$ cat src/rtl/core/dlr_pkg.sv
package dlr_pkg;

  // Coordinate and span widths are fixed by the command format
  localparam int unsigned COORD_W = 6;
  localparam int unsigned CNT_W   = 6;
  localparam int unsigned COLOR_W = 32;

  localparam int unsigned TILE_SIZE_DEF = 64;
  localparam int unsigned FRAC_BITS_DEF = 16;

  // command queue between set-up and stepping
  localparam int unsigned QUEUE_DEPTH = 2;

  typedef enum logic [1:0] {
    FE_IDLE,
    FE_DIV,
    FE_PUSH
  } front_state_e;

  typedef enum logic {
    BE_IDLE,
    BE_RUN
  } back_state_e;

endpackage

$ cat src/rtl/core/dlr_front.sv
module dlr_front #(
  parameter int unsigned TILE_SIZE = dlr_pkg::TILE_SIZE_DEF,
  parameter int unsigned FRAC_BITS = dlr_pkg::FRAC_BITS_DEF
) (
  input  logic                        clk_i,
  input  logic                        rst_ni,
  input  logic                        in_valid_i,
  output logic                        in_stall_o,
  input  logic [dlr_pkg::COORD_W-1:0] start_x_i,
  input  logic [dlr_pkg::COORD_W-1:0] start_y_i,
  input  logic [dlr_pkg::COORD_W-1:0] stop_x_i,
  input  logic [dlr_pkg::COORD_W-1:0] stop_y_i,
  input  logic [dlr_pkg::COLOR_W-1:0] line_color_i,
  output logic                        cmd_valid_o,
  input  logic                        cmd_stall_i,
  output logic [dlr_pkg::COORD_W-1:0] cmd_x0_o,
  output logic [dlr_pkg::COORD_W-1:0] cmd_y0_o,
  output logic [dlr_pkg::CNT_W-1:0]   cmd_n_o,
  output logic                        cmd_y_down_o,
  output logic [FRAC_BITS:0]          cmd_inc_x_o,
  output logic [FRAC_BITS:0]          cmd_inc_y_o,
  output logic [dlr_pkg::COLOR_W-1:0] cmd_color_o
);
  import dlr_pkg::*;

  localparam int unsigned STEP_W = $clog2(FRAC_BITS + 1);
  localparam logic [COORD_W-1:0] CMAX = COORD_W'(TILE_SIZE - 1);
  localparam logic [FRAC_BITS:0] ONE = {1'b1, {FRAC_BITS{1'b0}}};

  front_state_e state_q, state_d;

  logic [COORD_W-1:0] cx0, cy0, cx1, cy1, sx0, sy0, sx1, sy1, ax, ay;
  logic               accept, y_down, x_major;
  logic [CNT_W-1:0]   n_comb, m_comb;

  logic [COORD_W-1:0] x0_q, y0_q;
  logic [CNT_W-1:0]   n_q;
  logic               y_down_q, x_major_q;
  logic [COLOR_W-1:0] color_q;
  logic [CNT_W:0]     rem_q, rem_d, trial;
  logic [FRAC_BITS:0] quo_q, quo_d;
  logic [STEP_W-1:0]  step_q, step_d;
  logic               ge;

  assign accept = in_valid_i && (state_q == FE_IDLE);

  // clamp, order by x, spans
  always_comb begin
    cx0 = (start_x_i > CMAX) ? CMAX : start_x_i;
    cy0 = (start_y_i > CMAX) ? CMAX : start_y_i;
    cx1 = (stop_x_i  > CMAX) ? CMAX : stop_x_i;
    cy1 = (stop_y_i  > CMAX) ? CMAX : stop_y_i;
    if (cx0 > cx1) begin
      sx0 = cx1; sy0 = cy1; sx1 = cx0; sy1 = cy0;
    end else begin
      sx0 = cx0; sy0 = cy0; sx1 = cx1; sy1 = cy1;
    end
    ax      = sx1 - sx0;
    y_down  = sy1 < sy0;
    ay      = y_down ? (sy0 - sy1) : (sy1 - sy0);
    x_major = ax >= ay;
    n_comb  = x_major ? ax : ay;
    m_comb  = x_major ? ay : ax;
  end

  // restoring divide of the minor span by n, one quotient bit a cycle
  always_comb begin
    trial = (step_q == '0) ? rem_q : {rem_q[CNT_W-1:0], 1'b0};
    ge    = trial >= {1'b0, n_q};
    rem_d = rem_q;
    quo_d = quo_q;
    step_d = step_q;
    if (accept) begin
      rem_d  = {1'b0, m_comb};
      step_d = '0;
    end else if (state_q == FE_DIV) begin
      rem_d  = ge ? (trial - {1'b0, n_q}) : trial;
      quo_d  = {quo_q[FRAC_BITS-1:0], ge};
      step_d = step_q + STEP_W'(1);
    end
  end

  always_comb begin
    state_d = state_q;
    unique case (state_q)
      FE_IDLE: if (in_valid_i && (n_comb != '0)) state_d = FE_DIV;
      FE_DIV:  if (step_q == STEP_W'(FRAC_BITS)) state_d = FE_PUSH;
      FE_PUSH: if (!cmd_stall_i) state_d = FE_IDLE;
      default: state_d = FE_IDLE;
    endcase
  end

  always_comb begin
    in_stall_o  = (state_q != FE_IDLE);
    cmd_valid_o = (state_q == FE_PUSH);
  end

  always_ff @(posedge clk_i or negedge rst_ni) begin
    if (!rst_ni) begin
      state_q <= FE_IDLE;
    end else begin
      state_q <= state_d;
    end
  end

  always_ff @(posedge clk_i) begin
    rem_q  <= rem_d;
    quo_q  <= quo_d;
    step_q <= step_d;
    if (accept) begin
      x0_q      <= sx0;
      y0_q      <= sy0;
      n_q       <= n_comb;
      y_down_q  <= y_down;
      x_major_q <= x_major;
      color_q   <= line_color_i;
    end
  end

  assign cmd_x0_o     = x0_q;
  assign cmd_y0_o     = y0_q;
  assign cmd_n_o      = n_q;
  assign cmd_y_down_o = y_down_q;
  assign cmd_inc_x_o  = x_major_q ? ONE : quo_q;
  assign cmd_inc_y_o  = x_major_q ? quo_q : ONE;
  assign cmd_color_o  = color_q;

endmodule

$ cat src/rtl/core/dlr_queue.sv
module dlr_queue #(
  parameter int unsigned WIDTH = 8,
  parameter int unsigned DEPTH = dlr_pkg::QUEUE_DEPTH
) (
  input  logic             clk_i,
  input  logic             rst_ni,
  input  logic             push_valid_i,
  output logic             push_stall_o,
  input  logic [WIDTH-1:0] push_data_i,
  output logic             pop_valid_o,
  input  logic             pop_stall_i,
  output logic [WIDTH-1:0] pop_data_o
);

  localparam int unsigned PTR_W = (DEPTH > 1) ? $clog2(DEPTH) : 1;
  localparam int unsigned CNT_W = $clog2(DEPTH + 1);

  logic [WIDTH-1:0] mem_q [DEPTH];
  logic [PTR_W-1:0] wr_q, rd_q;
  logic [CNT_W-1:0] cnt_q;
  logic             push, pop;

  assign push_stall_o = (cnt_q == CNT_W'(DEPTH));
  assign pop_valid_o  = (cnt_q != '0);
  assign pop_data_o   = mem_q[rd_q];
  assign push = push_valid_i && !push_stall_o;
  assign pop  = pop_valid_o && !pop_stall_i;

  always_ff @(posedge clk_i or negedge rst_ni) begin
    if (!rst_ni) begin
      wr_q  <= '0;
      rd_q  <= '0;
      cnt_q <= '0;
    end else begin
      if (push) wr_q <= (wr_q == PTR_W'(DEPTH - 1)) ? '0 : wr_q + PTR_W'(1);
      if (pop)  rd_q <= (rd_q == PTR_W'(DEPTH - 1)) ? '0 : rd_q + PTR_W'(1);
      if (push && !pop)      cnt_q <= cnt_q + CNT_W'(1);
      else if (pop && !push) cnt_q <= cnt_q - CNT_W'(1);
    end
  end

  always_ff @(posedge clk_i) begin
    if (push) mem_q[wr_q] <= push_data_i;
  end

endmodule

$ cat src/rtl/core/dlr_back.sv
module dlr_back #(
  parameter int unsigned FRAC_BITS = dlr_pkg::FRAC_BITS_DEF
) (
  input  logic                        clk_i,
  input  logic                        rst_ni,
  input  logic                        cmd_valid_i,
  output logic                        cmd_stall_o,
  input  logic [dlr_pkg::COORD_W-1:0] cmd_x0_i,
  input  logic [dlr_pkg::COORD_W-1:0] cmd_y0_i,
  input  logic [dlr_pkg::CNT_W-1:0]   cmd_n_i,
  input  logic                        cmd_y_down_i,
  input  logic [FRAC_BITS:0]          cmd_inc_x_i,
  input  logic [FRAC_BITS:0]          cmd_inc_y_i,
  input  logic [dlr_pkg::COLOR_W-1:0] cmd_color_i,
  output logic                        out_valid_o,
  input  logic                        out_stall_i,
  output logic [dlr_pkg::COORD_W-1:0] pixel_x_o,
  output logic [dlr_pkg::COORD_W-1:0] pixel_y_o,
  output logic [dlr_pkg::COLOR_W-1:0] pixel_color_o,
  output logic                        last_o
);
  import dlr_pkg::*;

  localparam int unsigned POS_W = COORD_W + FRAC_BITS;

  back_state_e state_q, state_d;

  logic [POS_W-1:0]   px_q, py_q, inc_x_ext, inc_y_ext;
  logic [FRAC_BITS:0] inc_x_q, inc_y_q;
  logic               y_down_q;
  logic [CNT_W-1:0]   rem_q;
  logic [COLOR_W-1:0] color_q;
  logic               load, emit, is_last;
  logic               out_valid_q;
  logic [COORD_W-1:0] pix_x_q, pix_y_q;
  logic [COLOR_W-1:0] pix_color_q;
  logic               last_q;

  assign inc_x_ext = POS_W'(inc_x_q);
  assign inc_y_ext = POS_W'(inc_y_q);
  assign is_last   = (rem_q == CNT_W'(1));

  always_comb begin
    load        = (state_q == BE_IDLE) && cmd_valid_i;
    emit        = (state_q == BE_RUN) && (!out_valid_q || !out_stall_i);
    cmd_stall_o = (state_q != BE_IDLE);
  end

  always_comb begin
    state_d = state_q;
    unique case (state_q)
      BE_IDLE: if (cmd_valid_i) state_d = BE_RUN;
      BE_RUN:  if (emit && is_last) state_d = BE_IDLE;
      default: state_d = BE_IDLE;
    endcase
  end

  always_ff @(posedge clk_i or negedge rst_ni) begin
    if (!rst_ni) begin
      state_q     <= BE_IDLE;
      out_valid_q <= 1'b0;
    end else begin
      state_q <= state_d;
      if (emit)             out_valid_q <= 1'b1;
      else if (!out_stall_i) out_valid_q <= 1'b0;
    end
  end

  always_ff @(posedge clk_i) begin
    if (load) begin
      px_q     <= {cmd_x0_i, {FRAC_BITS{1'b0}}};
      py_q     <= {cmd_y0_i, {FRAC_BITS{1'b0}}};
      inc_x_q  <= cmd_inc_x_i;
      inc_y_q  <= cmd_inc_y_i;
      y_down_q <= cmd_y_down_i;
      rem_q    <= cmd_n_i;
      color_q  <= cmd_color_i;
    end else if (emit) begin
      px_q  <= px_q + inc_x_ext;
      py_q  <= y_down_q ? (py_q - inc_y_ext) : (py_q + inc_y_ext);
      rem_q <= rem_q - CNT_W'(1);
    end
    if (emit) begin
      pix_x_q     <= px_q[POS_W-1:FRAC_BITS];
      pix_y_q     <= py_q[POS_W-1:FRAC_BITS];
      pix_color_q <= color_q;
      last_q      <= is_last;
    end
  end

  assign out_valid_o   = out_valid_q;
  assign pixel_x_o     = pix_x_q;
  assign pixel_y_o     = pix_y_q;
  assign pixel_color_o = pix_color_q;
  assign last_o        = last_q;

endmodule

$ cat src/rtl/core/dda_line_rasterizer_unit.sv
// The first pixel of a request follows its divide set-up in the front.
// Throughput: one pixel per cycle within a line while out_stall_i is low; the stepper
//   loads each command from the queue, and the set-up of the next request overlaps drawing.
// Set-up cost comes from the bit-serial restoring divider, one quotient bit a cycle.
// Reset (rst_ni low, asynchronous): both state machines idle, queue empty, no output valid.
module dda_line_rasterizer_unit #(
  parameter int unsigned TILE_SIZE = dlr_pkg::TILE_SIZE_DEF,
  parameter int unsigned FRAC_BITS = dlr_pkg::FRAC_BITS_DEF
) (
  input  logic                        clk_i,
  input  logic                        rst_ni,
  input  logic                        in_valid_i,
  output logic                        in_stall_o,
  input  logic [dlr_pkg::COORD_W-1:0] start_x_i,
  input  logic [dlr_pkg::COORD_W-1:0] start_y_i,
  input  logic [dlr_pkg::COORD_W-1:0] stop_x_i,
  input  logic [dlr_pkg::COORD_W-1:0] stop_y_i,
  input  logic [dlr_pkg::COLOR_W-1:0] line_color_i,
  output logic                        out_valid_o,
  input  logic                        out_stall_i,
  output logic [dlr_pkg::COORD_W-1:0] pixel_x_o,
  output logic [dlr_pkg::COORD_W-1:0] pixel_y_o,
  output logic [dlr_pkg::COLOR_W-1:0] pixel_color_o,
  output logic                        last_o
);
  import dlr_pkg::*;

  // queue entry: colour, start point, pixel count, y direction, two increments
  localparam int unsigned INC_W = FRAC_BITS + 1;
  localparam int unsigned Q_W   = COLOR_W + 2 * COORD_W + CNT_W + 1 + 2 * INC_W;

  // front -> queue
  logic               f_valid, f_stall;
  logic [COORD_W-1:0] f_x0, f_y0;
  logic [CNT_W-1:0]   f_n;
  logic               f_y_down;
  logic [INC_W-1:0]   f_inc_x, f_inc_y;
  logic [COLOR_W-1:0] f_color;

  // queue -> back
  logic               b_valid, b_stall;
  logic [COORD_W-1:0] b_x0, b_y0;
  logic [CNT_W-1:0]   b_n;
  logic               b_y_down;
  logic [INC_W-1:0]   b_inc_x, b_inc_y;
  logic [COLOR_W-1:0] b_color;

  logic [Q_W-1:0] q_push_data, q_pop_data;

  // Front: clamps, orders the endpoints by x, finds the major span and divides
  // the minor span by it. Zero-length requests are taken and dropped here.
  dlr_front #(
    .TILE_SIZE (TILE_SIZE),
    .FRAC_BITS (FRAC_BITS)
  ) u_front (
    .clk_i        (clk_i),
    .rst_ni       (rst_ni),
    .in_valid_i   (in_valid_i),
    .in_stall_o   (in_stall_o),
    .start_x_i    (start_x_i),
    .start_y_i    (start_y_i),
    .stop_x_i     (stop_x_i),
    .stop_y_i     (stop_y_i),
    .line_color_i (line_color_i),
    .cmd_valid_o  (f_valid),
    .cmd_stall_i  (f_stall),
    .cmd_x0_o     (f_x0),
    .cmd_y0_o     (f_y0),
    .cmd_n_o      (f_n),
    .cmd_y_down_o (f_y_down),
    .cmd_inc_x_o  (f_inc_x),
    .cmd_inc_y_o  (f_inc_y),
    .cmd_color_o  (f_color)
  );

  assign q_push_data = {f_color, f_x0, f_y0, f_n, f_y_down, f_inc_x, f_inc_y};

  // Short queue so the next set-up runs while the stepper draws
  dlr_queue #(
    .WIDTH (Q_W),
    .DEPTH (QUEUE_DEPTH)
  ) u_queue (
    .clk_i        (clk_i),
    .rst_ni       (rst_ni),
    .push_valid_i (f_valid),
    .push_stall_o (f_stall),
    .push_data_i  (q_push_data),
    .pop_valid_o  (b_valid),
    .pop_stall_i  (b_stall),
    .pop_data_o   (q_pop_data)
  );

  assign {b_color, b_x0, b_y0, b_n, b_y_down, b_inc_x, b_inc_y} = q_pop_data;

  // Back: fixed-point stepper, one pixel a cycle while not stalled, into a registered output
  dlr_back #(
    .FRAC_BITS (FRAC_BITS)
  ) u_back (
    .clk_i         (clk_i),
    .rst_ni        (rst_ni),
    .cmd_valid_i   (b_valid),
    .cmd_stall_o   (b_stall),
    .cmd_x0_i      (b_x0),
    .cmd_y0_i      (b_y0),
    .cmd_n_i       (b_n),
    .cmd_y_down_i  (b_y_down),
    .cmd_inc_x_i   (b_inc_x),
    .cmd_inc_y_i   (b_inc_y),
    .cmd_color_i   (b_color),
    .out_valid_o   (out_valid_o),
    .out_stall_i   (out_stall_i),
    .pixel_x_o     (pixel_x_o),
    .pixel_y_o     (pixel_y_o),
    .pixel_color_o (pixel_color_o),
    .last_o        (last_o)
  );

endmodule
$ cat config.mk
export PLATFORM = sky130hd
export DESIGN_NAME = dda_line_rasterizer_unit
export DESIGN_NICKNAME = d
export VERILOG_FILES = /design/src/rtl/core/dlr_pkg.sv /design/src/rtl/core/dlr_front.sv /design/src/rtl/core/dlr_queue.sv /design/src/rtl/core/dlr_back.sv /design/src/rtl/core/dda_line_rasterizer_unit.sv
export SDC_FILE = /design/constraint.sdc
export NUM_CORES = 1
export LEC_CHECK = 0
export ABC_CLOCK_PERIOD_IN_PS = 10000
export BUFFER_PORTS_ARGS = -buffer_cell sky130_fd_sc_hd__buf_2
export CORE_MARGIN = 2
export CORE_UTILIZATION = 23
export CTS_CLUSTER_SIZE = 20
export DETAILED_ROUTE_END_ITERATION = 10
export HOLD_SLACK_MARGIN = 0.02
export PLACE_DENSITY = 0.39
export SLEW_MARGIN = 0
export SYNTH_ARGS = -nofsm -noshare
export SYNTH_HDL_FRONTEND = slang
export SYNTH_SLANG_ARGS = --single-unit
$ cat constraint.sdc
create_clock -name clk_i -period 10 [get_ports clk_i]
set_input_delay 0.5 -clock clk_i [delete_from_list [all_inputs] [get_ports clk_i]]
set_output_delay 0.5 -clock clk_i [all_outputs]
set_load 0.005 [all_outputs]
==> results.ini <==
[status]
status=complete, no violations

[synth]
yosysSeqAreaShare=0.664
synth_common_cells=edfxtp_1 (375), nand2_1 (89), mux2_2 (86), a21oi_1 (74), ha_1 (72)
yosysTopAreaCell=edfxtp_1
synth_edf_count=375
synth_top_area_frac=0.611
synthCells=1310
ys_seq_elements=421
synth_ff_type=edfxtp_1
netlist_area_sq_um=18400
synth_area_leaders=edfxtp_1 (61%), mux2_2 (5.3%), ha_1 (4.9%)
async_flop_share=0.0190
synth_nets=1447
post-synth-top-count-cell=edfxtp_1
yosysWarnings=0
avgSynthCellArea_sq_um=14.1
ys_types=70

[power_and_ir_drop]
power_density_nw_per_um2=294
p_leak_nw=7.82
ir_drop_v=0.000110

[placed_design]
dpl_worst_slack_ns=2.63
dpl.hpwl_mm=27.1
io_buffer_count=106
place_congestion=0.793
placedCellCount=2436

[floorplan]
fp.dieArea_sq_um=82400
fp-row-count=103
core_sq_um=79100
start_util=0.233
ios=107
die_height_um=287
die_w_um=287

[critical_path]
reg2reg_from=u_back.inc_y_q[0]
setup.worst_path.class=input port to flop
r2r_slack_ns=5.40
rr_endpoint=u_back.py_q[20]
cp-end-kind=flop
reg2reg_depth=15
worstSetupEndpoint=u_front.state_q[0]
cp-start-kind=input port
arrival_ns=7.24
required_ns=10.44
critPathMaxFanout=24
startpoint=stop_x_i[5]

[finish]
synthToLayoutAreaGrowth_pct=17.6
drive_gt1_frac=0.195
nFillCells=8134
nets=1573
final_cells=2524
antenna_cells=0

[sta]
period_share=0.680
finalSetupTns_ns=0
fin_skew_ns=0.0183
rsz0062_at_grt=false
report.final.setup_viol=0
fin_ws_ns=3.20
worst_slew_pin_slew_ns=0.963
fin_crit_ns=6.80
final-hold-violation-count=0
slew_violations=0
slew_headroom=0.354
max_freq_ghz=0.147

[global_routing]
grt_pass1_vias=10900
grt_usage=0.0982
overflow=0
grt_pass1_wl_mm=63.3
grt_start_max_net_pins=60
antenna_found_initial=0

[route]
vias_per_cell=4.12
finalWirelength_mm=40.3
firstDrtPassIters=5
wl_met3_mm=1.28
met1_length_mm=18.8
wl_met2_mm=19.5
wl_per_cell_um=16.0
first_iter_violations=586
route.detailed.drc=0
final_antenna_net_count=0
vias=10400
top_layer_used=met4

[clock_tree]
cts_tree=built
cts_made_buffers=47
htree_num_levels=2
clockRootBuffer=clkbuf_16
clock_latency_ns=0.58
cts_sinks=421
clk_pin_slew_worst_paths_ns=0.06
cts_buffer_depth=3

[min_path]
min_path_type=input port to flop

[job]
maxCapViolations=0

-- layer usage --
| metal | up-vias | track usage |
|---|---|---|
| met1 | 5067 | 0.130 |
| met2 | 134 | 0.164 |
| li1 | 5139 | - |
| met3 | 50 | 0.0174 |
| met4 | 0 | 0.0266 |
| met5 | - | 0 |
-- critical path, cell delays in order --
cell and delay (ns):
buf_2 0.09, inv_1 0.04, ha_1 0.39, nand2_1 0.14, a2111oi_4 0.50, o21a_4 0.40, mux2_2 0.41, ha_1 0.23
fa_1 0.41, nor2b_1 0.15, o31ai_1 0.09, a21oi_2 0.37, mux2_2 0.41, nor4_1 0.29, or4_1 0.17, o211a_1 0.21
inv_1 0.07, ha_1 0.30, a21o_1 0.18, a41oi_2 0.63, mux2_2 0.42, or3_1 0.36, a211o_1 0.23, a21oi_1 0.12
a31oi_1 0.09
-- stage by stage --
stage / power [mW] / instance area, sq um / hold slack, ns / util
finish: 6.37 / 21700 / 0.0984 / 0.274
global route: 6.84 / 21700 / 0.0572 / 0.274
CTS: 6.50 / 21700 / 0.0530 / 0.274
detailed placement: 4.80 / 20200 / 0.405 / 0.255
global placement: 4.78 / 20200 / 0.401 / 0.255
floorplan: 4.19 / 18400 / 0.204 / -
-- final cells by class --
| type | instances | area, sq um | share of cell area |
|---|---|---|---|
| clock inverters | 34 | 244 | 0.0113 |
| flip-flops and latches | 421 | 12200 | 0.564 |
| well taps | 1050 | 1310 | 0.0606 |
| inverters | 62 | 235 | 0.0109 |
| repair buffers | 117 | 616 | 0.0284 |
| multi-input cells | 787 | 5820 | 0.269 |
| clock buffers | 53 | 1210 | 0.0558 |
-- cell usage in the layout (no fill, tap or decap), types with 11 or more instances in the layout --
master,netlist,routed
and2_1,24,23
nand2_1,89,89
buf_2,3,106
nor2b_1,24,24
xor2_1,28,28
xnor2_1,41,41
dfxtp_1,38,38
nor2_1,69,68
o21ai_0,37,37
mux2_2,86,86
nand3_1,15,15
ha_1,72,72
a21o_1,17,17
a21oi_1,74,74
clkbuf_16,0,47
nand2b_1,16,16
nor3_1,28,28
inv_1,60,58
mux2i_1,31,31
o22ai_1,11,11
clkinv_1,1,18
edfxtp_1,375,375
-- repair_timing --
action | CTS | global route
endpoints found under the hold margin | 8 | 0
hold buffers | 1 | 0
buffers inserted | 0 | 0
resized for setup | 0 | 0
-- flip-flops by register name, summed over array words and instances (netlist names), 2 cells and up --
name / flops
u_back.color_q: 32
u_back.inc_x_q: 17
u_back.inc_y_q: 17
u_back.pixel_color_o: 32
u_back.pixel_x_o: 6
u_back.pixel_y_o: 6
u_back.px_q: 22
u_back.py_q: 22
u_back.rem_q: 6
u_front.cmd_color_o: 32
u_front.cmd_n_o: 6
u_front.cmd_x0_o: 6
u_front.cmd_y0_o: 6
u_front.quo_q: 17
u_front.rem_q: 7
u_front.state_q: 2
u_front.step_q: 5
u_queue.cnt_q: 2
u_queue.mem_q: 170
-- where the power goes --
group          internal, mW  switching [mW]
combinational         0.894            1.20
sequential             2.41           0.228
clock                 0.944           0.698
total                  4.25            2.12
-- cell families after synthesis --
group / after synthesis / share of synthesized area
flops: 421 / 0.664
simple gates: 306 / 0.0804
mux: 117 / 0.0694
buf+inv: 102 / 0.0210
fa+ha+maj: 78 / 0.0550
compound gates: 216 / 0.0769
xor+xnor: 70 / 0.0337
-- worst min-delay path by stage --
stage	from	end	slack (ns)	depth (start not counted)
2_1_floorplan	rst_ni	u_back.cmd_stall_o	0.20	0
6_report	line_color_i[28]	u_front.cmd_color_o[28]	0.1	1
3_5_place_dp	u_back.color_q[22]	u_back.pixel_color_o[22]	0.40	0
5_1_grt	line_color_i[28]	u_front.cmd_color_o[28]	0.06	1
4_1_cts	line_color_i[28]	u_front.cmd_color_o[28]	0.05	1
3_3_place_gp	u_back.color_q[13]	u_back.pixel_color_o[13]	0.40	0
No activity file was read; power rests on OpenSTA's default activity.
